===== src/design/gbs_pkg.sv =====
// Shared constants and types for the greedy budget selector.
package gbs_pkg;

  localparam int MAX_ITEMS = 64;
  localparam int CW = 8;                          // cost width
  localparam int IW = 7;                          // index and count width
  localparam int BW = 16;                         // budget width
  localparam int PW = $clog2(MAX_ITEMS + 1);      // item count width
  localparam int AW = (MAX_ITEMS > 1) ? $clog2(MAX_ITEMS) : 1;
  localparam int FIFO_DEPTH = 2 ** AW;
  localparam int FPW = AW + 1;                    // queue pointer with wrap bit

  // Write side of the index queue.
  typedef struct packed {
    logic          en;
    logic [AW-1:0] addr;
    logic [IW-1:0] data;
  } qwr_t;

  // Completed selection run handed to the back end.
  typedef struct packed {
    logic          vld;
    logic [IW-1:0] cnt;
  } run_t;

endpackage


===== src/design/gbs_ram.sv =====
// Generic single-write, single-read RAM with registered read data.
module gbs_ram #(
  parameter int WIDTH = 8,
  parameter int DEPTH = 64
) (
  input  logic                     clk_i,
  input  logic                     we_i,
  input  logic [$clog2(DEPTH)-1:0] waddr_i,
  input  logic [WIDTH-1:0]         wdata_i,
  input  logic                     re_i,
  input  logic [$clog2(DEPTH)-1:0] raddr_i,
  output logic [WIDTH-1:0]         rdata_o
);

  logic [WIDTH-1:0] mem_q [DEPTH];
  logic [WIDTH-1:0] rdata_q;

  always_ff @(posedge clk_i) begin
    if (we_i) begin
      mem_q[waddr_i] <= wdata_i;
    end
    if (re_i) begin
      rdata_q <= mem_q[raddr_i];
    end
  end

  assign rdata_o = rdata_q;

endmodule


===== src/design/gbs_front.sv =====
// Front end: sorted insertion chain, budget register and greedy scan into the index queue.
module gbs_front import gbs_pkg::*; (
  input  logic           clk_i,
  input  logic           rst_ni,
  input  logic           cfg_we_i,
  input  logic [BW-1:0]  cfg_wdata_i,
  input  logic           in_valid_i,
  output logic           in_ready_o,
  input  logic [CW-1:0]  cost_i,
  input  logic           final_item_i,
  input  logic [FPW-1:0] rd_ptr_i,
  output qwr_t           qwr_o,
  output run_t           run_o,
  input  logic           run_ready_i
);

  localparam logic F_LOAD = 1'b0;
  localparam logic F_SCAN = 1'b1;

  logic            state_q, state_d;
  logic [BW-1:0]   budget_q;
  logic [BW-1:0]   rem_q, rem_d;
  logic [PW-1:0]   n_q, n_d;
  logic [IW-1:0]   taken_q, taken_d;
  logic [FPW-1:0]  wr_ptr_q, wr_ptr_d;
  logic [CW-1:0]   cost_q [MAX_ITEMS];
  logic [IW-1:0]   idx_q  [MAX_ITEMS];
  logic [MAX_ITEMS-1:0] le;
  logic            acc, full, ins, shift;
  logic            head_fit, q_full;
  logic [IW-1:0]   new_idx;
  logic [FPW-1:0]  q_occ;

  assign in_ready_o = (state_q == F_LOAD);
  assign acc        = in_valid_i && in_ready_o;
  assign full       = (n_q == PW'(MAX_ITEMS));
  assign ins        = acc && !full;
  assign new_idx    = IW'(n_q) + IW'(1);

  assign q_occ    = wr_ptr_q - rd_ptr_i;
  assign q_full   = (q_occ == FPW'(FIFO_DEPTH));
  assign head_fit = (n_q != '0) && (rem_q >= {{(BW-CW){1'b0}}, cost_q[0]});
  assign shift    = (state_q == F_SCAN) && head_fit && !q_full;

  // Cells at or below the new cost keep their place; ties stay ahead of the newcomer.
  always_comb begin
    for (int i = 0; i < MAX_ITEMS; i++) begin
      le[i] = (PW'(i) < n_q) && (cost_q[i] <= cost_i);
    end
  end

  always_ff @(posedge clk_i) begin
    if (ins) begin
      if (!le[0]) begin
        cost_q[0] <= cost_i;
        idx_q[0]  <= new_idx;
      end
      for (int i = 1; i < MAX_ITEMS; i++) begin
        if (!le[i]) begin
          if (le[i-1]) begin
            cost_q[i] <= cost_i;
            idx_q[i]  <= new_idx;
          end else begin
            cost_q[i] <= cost_q[i-1];
            idx_q[i]  <= idx_q[i-1];
          end
        end
      end
    end else if (shift) begin
      for (int i = 0; i < MAX_ITEMS - 1; i++) begin
        cost_q[i] <= cost_q[i+1];
        idx_q[i]  <= idx_q[i+1];
      end
    end
  end

  always_comb begin
    state_d  = state_q;
    rem_d    = rem_q;
    n_d      = n_q;
    taken_d  = taken_q;
    wr_ptr_d = wr_ptr_q;
    run_o    = '0;
    case (state_q)
      F_LOAD: begin
        if (ins) begin
          n_d = n_q + PW'(1);
        end
        if (acc && final_item_i) begin
          state_d = F_SCAN;
          rem_d   = budget_q;
          taken_d = '0;
        end
      end
      F_SCAN: begin
        if (head_fit) begin
          if (!q_full) begin
            wr_ptr_d = wr_ptr_q + FPW'(1);
            rem_d    = rem_q - {{(BW-CW){1'b0}}, cost_q[0]};
            n_d      = n_q - PW'(1);
            taken_d  = taken_q + IW'(1);
          end
        end else begin
          // hand the run over, then open a new set
          run_o.vld = 1'b1;
          run_o.cnt = taken_q;
          if (run_ready_i) begin
            state_d = F_LOAD;
            n_d     = '0;
          end
        end
      end
      default: begin
        state_d = F_LOAD;
      end
    endcase
  end

  assign qwr_o.en   = shift;
  assign qwr_o.addr = wr_ptr_q[AW-1:0];
  assign qwr_o.data = idx_q[0];

  always_ff @(posedge clk_i or negedge rst_ni) begin
    if (!rst_ni) begin
      state_q  <= F_LOAD;
      budget_q <= '0;
      rem_q    <= '0;
      n_q      <= '0;
      taken_q  <= '0;
      wr_ptr_q <= '0;
    end else begin
      state_q  <= state_d;
      rem_q    <= rem_d;
      n_q      <= n_d;
      taken_q  <= taken_d;
      wr_ptr_q <= wr_ptr_d;
      if (cfg_we_i) begin
        budget_q <= cfg_wdata_i;
      end
    end
  end

endmodule


===== src/design/gbs_back.sv =====
// Back end: takes finished runs, reads their indices from the queue and emits results.
module gbs_back import gbs_pkg::*; (
  input  logic           clk_i,
  input  logic           rst_ni,
  input  run_t           run_i,
  output logic           run_ready_o,
  output logic           re_o,
  output logic [AW-1:0]  raddr_o,
  input  logic [IW-1:0]  rdata_i,
  output logic [FPW-1:0] rd_ptr_o,
  output logic           out_valid_o,
  input  logic           out_ready_i,
  output logic [IW-1:0]  item_index_o,
  output logic           selected_o,
  output logic [IW-1:0]  selected_count_o,
  output logic           last_result_o
);

  localparam logic [1:0] B_IDLE = 2'd0;
  localparam logic [1:0] B_RD   = 2'd1;
  localparam logic [1:0] B_OUT  = 2'd2;

  logic [1:0]     state_q, state_d;
  logic           hold_vld_q, hold_vld_d;
  logic [IW-1:0]  hold_cnt_q;
  logic [IW-1:0]  tot_q, tot_d;
  logic [IW-1:0]  left_q, left_d;
  logic [FPW-1:0] rd_ptr_q, rd_ptr_d;
  logic           out_vld_q, out_vld_d;
  logic [IW-1:0]  out_idx_q, out_idx_d;
  logic           out_sel_q, out_sel_d;
  logic [IW-1:0]  out_cnt_q, out_cnt_d;
  logic           out_last_q, out_last_d;
  logic           slot_free, load;

  assign run_ready_o = !hold_vld_q;
  assign slot_free   = !out_vld_q || out_ready_i;

  always_comb begin
    state_d    = state_q;
    hold_vld_d = hold_vld_q;
    tot_d      = tot_q;
    left_d     = left_q;
    rd_ptr_d   = rd_ptr_q;
    load       = 1'b0;
    out_idx_d  = out_idx_q;
    out_sel_d  = out_sel_q;
    out_cnt_d  = out_cnt_q;
    out_last_d = out_last_q;
    re_o       = 1'b0;

    if (run_i.vld && !hold_vld_q) begin
      hold_vld_d = 1'b1;
    end

    case (state_q)
      B_IDLE: begin
        if (hold_vld_q) begin
          if (hold_cnt_q == '0) begin
            // nothing fitted: one empty result
            if (slot_free) begin
              load       = 1'b1;
              out_idx_d  = '0;
              out_sel_d  = 1'b0;
              out_cnt_d  = '0;
              out_last_d = 1'b1;
              hold_vld_d = 1'b0;
            end
          end else begin
            tot_d      = hold_cnt_q;
            left_d     = hold_cnt_q;
            hold_vld_d = 1'b0;
            state_d    = B_RD;
          end
        end
      end
      B_RD: begin
        re_o     = 1'b1;
        rd_ptr_d = rd_ptr_q + FPW'(1);
        left_d   = left_q - IW'(1);
        state_d  = B_OUT;
      end
      B_OUT: begin
        if (slot_free) begin
          load       = 1'b1;
          out_idx_d  = rdata_i;
          out_sel_d  = 1'b1;
          out_cnt_d  = tot_q;
          out_last_d = (left_q == '0);
          state_d    = (left_q == '0) ? B_IDLE : B_RD;
        end
      end
      default: begin
        state_d = B_IDLE;
      end
    endcase

    if (load) begin
      out_vld_d = 1'b1;
    end else if (out_ready_i) begin
      out_vld_d = 1'b0;
    end else begin
      out_vld_d = out_vld_q;
    end
  end

  assign raddr_o  = rd_ptr_q[AW-1:0];
  assign rd_ptr_o = rd_ptr_q;

  always_ff @(posedge clk_i) begin
    if (run_i.vld && !hold_vld_q) begin
      hold_cnt_q <= run_i.cnt;
    end
    tot_q      <= tot_d;
    left_q     <= left_d;
    out_idx_q  <= out_idx_d;
    out_sel_q  <= out_sel_d;
    out_cnt_q  <= out_cnt_d;
    out_last_q <= out_last_d;
  end

  always_ff @(posedge clk_i or negedge rst_ni) begin
    if (!rst_ni) begin
      state_q    <= B_IDLE;
      hold_vld_q <= 1'b0;
      rd_ptr_q   <= '0;
      out_vld_q  <= 1'b0;
    end else begin
      state_q    <= state_d;
      hold_vld_q <= hold_vld_d;
      rd_ptr_q   <= rd_ptr_d;
      out_vld_q  <= out_vld_d;
    end
  end

  assign out_valid_o      = out_vld_q;
  assign item_index_o     = out_idx_q;
  assign selected_o       = out_sel_q;
  assign selected_count_o = out_cnt_q;
  assign last_result_o    = out_last_q;

endmodule


===== src/design/greedy_budget_selector_top.sv =====
// Throughput: one item a cycle while loading; each stored item is placed in a sorted cell chain.
// After the final item the greedy scan writes each selected index into the index queue,
// stalling while the queue is full; the back end then reads each index from the queue RAM
// before it emits that result and before it reads the next one; the next set loads meanwhile.
// Reset (asynchronous, active low) empties the set, the queue and the output, budget to 0.
module greedy_budget_selector_top import gbs_pkg::*; (
  input  logic          clk_i,
  input  logic          rst_ni,
  input  logic          cfg_we_i,
  input  logic [BW-1:0] cfg_wdata_i,
  input  logic          in_valid_i,
  output logic          in_ready_o,
  input  logic [CW-1:0] cost_i,
  input  logic          final_item_i,
  output logic          out_valid_o,
  input  logic          out_ready_i,
  output logic [IW-1:0] item_index_o,
  output logic          selected_o,
  output logic [IW-1:0] selected_count_o,
  output logic          last_result_o
);

  qwr_t           qwr;
  run_t           run;
  logic           run_ready;
  logic           re;
  logic [AW-1:0]  raddr;
  logic [IW-1:0]  rdata;
  logic [FPW-1:0] rd_ptr;

  gbs_front u_front (
    .clk_i        (clk_i),
    .rst_ni       (rst_ni),
    .cfg_we_i     (cfg_we_i),
    .cfg_wdata_i  (cfg_wdata_i),
    .in_valid_i   (in_valid_i),
    .in_ready_o   (in_ready_o),
    .cost_i       (cost_i),
    .final_item_i (final_item_i),
    .rd_ptr_i     (rd_ptr),
    .qwr_o        (qwr),
    .run_o        (run),
    .run_ready_i  (run_ready)
  );

  gbs_ram #(
    .WIDTH (IW),
    .DEPTH (FIFO_DEPTH)
  ) u_queue (
    .clk_i   (clk_i),
    .we_i    (qwr.en),
    .waddr_i (qwr.addr),
    .wdata_i (qwr.data),
    .re_i    (re),
    .raddr_i (raddr),
    .rdata_o (rdata)
  );

  gbs_back u_back (
    .clk_i            (clk_i),
    .rst_ni           (rst_ni),
    .run_i            (run),
    .run_ready_o      (run_ready),
    .re_o             (re),
    .raddr_o          (raddr),
    .rdata_i          (rdata),
    .rd_ptr_o         (rd_ptr),
    .out_valid_o      (out_valid_o),
    .out_ready_i      (out_ready_i),
    .item_index_o     (item_index_o),
    .selected_o       (selected_o),
    .selected_count_o (selected_count_o),
    .last_result_o    (last_result_o)
  );

endmodule


===== config.mk =====
export PLATFORM = sky130hd
export DESIGN_NAME = greedy_budget_selector_top
export DESIGN_NICKNAME = d
export VERILOG_FILES = /design/src/design/gbs_pkg.sv /design/src/design/gbs_ram.sv /design/src/design/gbs_front.sv /design/src/design/gbs_back.sv /design/src/design/greedy_budget_selector_top.sv
export SDC_FILE = /design/constraint.sdc
export NUM_CORES = 2
export LEC_CHECK = 0
export ABC_AREA = 1
export BUFFER_PORTS_ARGS = -buffer_cell sky130_fd_sc_hd__buf_2
export CAP_MARGIN = 20
export CORE_MARGIN = 2
export CORE_UTILIZATION = 45
export CTS_BUF_LIST = sky130_fd_sc_hd__clkbuf_8
export CTS_CLUSTER_DIAMETER = 40
export CTS_CLUSTER_SIZE = 16
export DETAILED_ROUTE_END_ITERATION = 7
export PLACE_DENSITY = 0.72
export REMOVE_ABC_BUFFERS = 1
export SLEW_MARGIN = 30
export SYNTH_ARGS = -nofsm -noshare
export SYNTH_HDL_FRONTEND = slang
export SYNTH_SLANG_ARGS = --single-unit

===== constraint.sdc =====
create_clock -name clk_i -period 6.6 [get_ports clk_i]
set_input_delay 0.66 -clock clk_i [delete_from_list [all_inputs] [get_ports clk_i]]
set_output_delay 0.66 -clock clk_i [all_outputs]
set_load 0.05 [all_outputs]

==> flow_summary.json <==
{
  "run_status": "finished clean",
  "cts_resized": 0,
  "antenna_found_initial": 11,
  "post-layout-total-power_mw": 55.37,
  "cts_root_buffer": "clkbuf_8",
  "total_count_of_max_transition_violations_in_the_final_report": 0,
  "synth_common_cells": "4690 x nand2_1, 1452 x edfxtp_1, 784 x nand3_1",
  "hold_depth": 3,
  "placer_congestion": 0.9529,
  "area_delta_synth_final_pct": 8.283,
  "share_of_yosys_cell_area_claimed_by_the_top_area_cell_type_pct": 47.92,
  "layout.nets": 11460,
  "critPathMaxFanout": 72,
  "route.detailed.wl_per_inst_um": 20.57,
  "final.min_clock_period_ps": 5499,
  "synth_area_mm2": 0.09098,
  "dp.final_hpwl_mm": 184.2,
  "crit_path_cell_trace": "ha_1 -> fa_1 -> nand3b_1 -> nand2_1 -> a21oi_1 -> nand2_1 -> nand2_1 -> nor2_2 -> nand2_4 -> inv_8 -> nand3_1 -> nor2_1",
  "postSynthAreaPerCell_um2": 8.175,
  "min_from": "cfg_we_i",
  "endpoint_kind": "register",
  "final_util_pct": 48.89,
  "synth_most_common_cell": "nand2_1",
  "worst_hold_path.endpoint": "u_front.budget_q[6]$_DFFE_PN0P_",
  "cpMaxStageDelayCell": "nor2_1",
  "grt_start_max_net_pins": 237,
  "synthCells": 11130,
  "async_reset_ff_share_pct": 4.285,
  "number_of_nets_still_failing_antenna_checks_after_routing": 0,
  "synth.lib_cells_used.distinct": 46,
  "timing.slew.headroom_pct": 25.32,
  "worst_supply_voltage_drop_on_vdd_v": 0.0006426,
  "final.period_utilization_pct": 83.32,
  "drt_wl_total_mm": 283.2,
  "postSynthRegisterBits": 1517,
  "num-fill-cells": 18960,
  "maxClockFrequency_ghz": 0.1819,
  "r2r_slack_ps": 1100,
  "critical_path_required_ps": 7300,
  "fin_worst_skew_ps": 91.76,
  "worst-r2r-cell-count": 12,
  "ctsLongestPathBuffers": 3,
  "via_per_inst": 5.776,
  "synth_warnings": 0,
  "class_of_the_most_critical_hold_timing_path": "in2reg",
  "synthDominantAreaCellType": "edfxtp_1",
  "timing.final.hold_violations": 0,
  "route.vias.total": 79520,
  "drive_above_1_share_pct": 6.646,
  "worst-setup-path-type": "reg2reg",
  "cts_tree": "yes",
  "synth-edff-count": 1452,
  "drt_drc_violations_left": 0,
  "overflow": 0,
  "critical_path_source_type": "register",
  "post_layout_nonfiller_instances": 13770,
  "unrepaired_setup_endpoints_after_global_routing": "no",
  "grt_pass1_wl_mm": 433.8,
  "chipHeight_um": 453.6,
  "crit-reg2reg-launch": "u_front.cost_q[0][0]$_DFFE_PP_",
  "placed_cells": 13320,
  "initial_core_util_pct": 45.15,
  "synth_sequential_area_ratio_pct": 49.71,
  "tightestPinTransition_ps": 1120,
  "cap_viol_max_count": 0,
  "final-setup-viol-count": 0,
  "hold_buffer_count_at_cts": 24,
  "initialDrtViolationCount": 10470,
  "tritoncts.num_buffers": 222,
  "gr-usage-all-layers_pct": 26.75,
  "floorplan.die_area_mm2": 0.2058,
  "synth_area_leaders": "edfxtp_1 48%, nand2_1 19%, ha_1 7.3%",
  "ioPinCount": 48,
  "critical_path_arrival_ps": 6200,
  "worst_setup_hold_path_clk_slew_ps": 80,
  "fp.coreArea_mm2": 0.2015,
  "yosys_most_used_dff": "edfxtp_1",
  "worstReg2RegEnd": "u_queue.mem_q[39][5]$_DFFE_PP_",
  "cpPeakStageDelay_ps": 760,
  "fp-row-count": 165,
  "cts_setup_buffers": 0,
  "grt_pass1_vias": 75210,
  "number_of_sinks_handled_by_clock_tree_synthesis": 1517,
  "final_hold_slack_ps": 104.3,
  "firstDrtPassIters": 7,
  "clock_insertion_delay_worst_skew_ps": 1060,
  "numPortBuffers": 47,
  "path_common_cell": "nand2_1",
  "h_tree_level_count": 4,
  "leakage_nw": 45.06,
  "timing.setup.tns_ps": 0,
  "die_w_um": 453.6,
  "power.density_mw_per_mm2": 562.1
}
==> metal layers <==
layer,track usage (%),routed length (um)
met5,0,9
met2,40.81,124100
met3,5.619,32100
met1,37.03,115000
met4,10.88,12060
==> worst max-delay path by stage <==
stage,start,to
2_1_floorplan,u_back.rd_ptr_o[1]$_DFFE_PN0P_,u_front.cost_q[33][0]$_DFFE_PP_
3_3_place_gp,u_front.cost_q[0][0]$_DFFE_PP_,u_queue.mem_q[39][3]$_DFFE_PP_
3_5_place_dp,u_front.cost_q[0][0]$_DFFE_PP_,u_queue.mem_q[39][5]$_DFFE_PP_
4_1_cts,u_front.cost_q[0][0]$_DFFE_PP_,u_queue.mem_q[39][5]$_DFFE_PP_
5_1_grt,u_front.cost_q[0][0]$_DFFE_PP_,u_queue.mem_q[7][3]$_DFFE_PP_
6_report,u_front.cost_q[0][0]$_DFFE_PP_,u_queue.mem_q[39][5]$_DFFE_PP_
==> report_power, final <==
part / internal (mW) / switching, mW / leakage [nW]
Combinational: 7.12 / 19.0 / 27.4
Sequential: 17.2 / 3.25 / 15.0
Clock: 4.32 / 4.53 / 2.61
==> stage by stage <==
step	setup WS (ps)	area, um^2
after floorplan	-30160	87940
after global placement	1311	92980
after detailed placement	1233	93040
after CTS	1219	98460
after global routing	826.1	98510
final	1101	98520
==> final cells by class <==
type                    count  area (um^2)  area share [%]
diodes                      6        15.01         0.01524
multi-input cells        8201        40130           40.73
repair buffers            229         1861           1.889
flip-flops and latches   1517        45240           45.92
inverters                 722         2755           2.797
clock buffers             223         3069           3.115
well taps                2672         3343           3.393
clock inverters           198         2111           2.143
==> cells in the final DEF, fill, tap and decap left out, types with 13 or more instances in the layout <==
cell / synthesis / routed
clkinv_1: 5 / 27
o21ai_1: 15 / 15
a21oi_1: 240 / 239
o22ai_1: 60 / 60
clkinv_8: 0 / 14
clkinv_4: 0 / 17
buf_2: 231 / 45
clkinvlp_4: 0 / 25
edfxtp_1: 1452 / 1452
clkbuf_8: 0 / 223
o21ai_0: 540 / 535
a21oi_2: 32 / 33
buf_4: 43 / 145
a21o_1: 25 / 25
o211ai_1: 57 / 57
dlygate4sd3_1: 0 / 24
nand3_1: 784 / 784
o21a_1: 34 / 34
or2_2: 26 / 26
inv_1: 690 / 695
nor2_2: 12 / 13
bufinv_16: 0 / 22
inv_2: 26 / 26
inv_8: 0 / 17
inv_6: 1 / 36
nand4_1: 540 / 540
nand2_1: 4690 / 4685
nor2_1: 540 / 538
dfrtp_1: 65 / 62
xor2_1: 23 / 19
ha_1: 534 / 533
clkinv_2: 0 / 25
==> critical path, delay by kind of cell (launching register included) <==
family | cells | cell delay [ps]
AOI/OAI and AO/OA | 1 | 160
adders and majority gates | 2 | 620
buffers and inverters | 1 | 540
DFF | 1 | 400
and+or+nand+nor | 8 | 3340
==> state kept, by name (all words and copies together), names as in the netlist, 16 cells and up <==
register          flops
u_front.rem_q        16
u_front.budget_q     16
u_queue.mem_q       448
u_front.idx_q       448
u_front.cost_q      512
==> cell families (layout without fill, tap and decap cells) <==
logic type | count (synthesis) | count (layout) | share of synthesized area, %
AO/OA/AOI/OAI | 1021 | 1021 | 6.219
XOR/XNOR | 24 | 24 | 0.2310
adder cells (fa/ha/maj) | 535 | 535 | 7.366
buffers and inverters | 1411 | 1372 | 6.330
flip-flops | 1517 | 1517 | 49.71
multiplexers | 9 | 9 | 0.1114
other | 0 | 6 | 0
AND/OR/NAND/NOR | 6612 | 6612 | 30.03
Power figures use the tool's default switching activity.
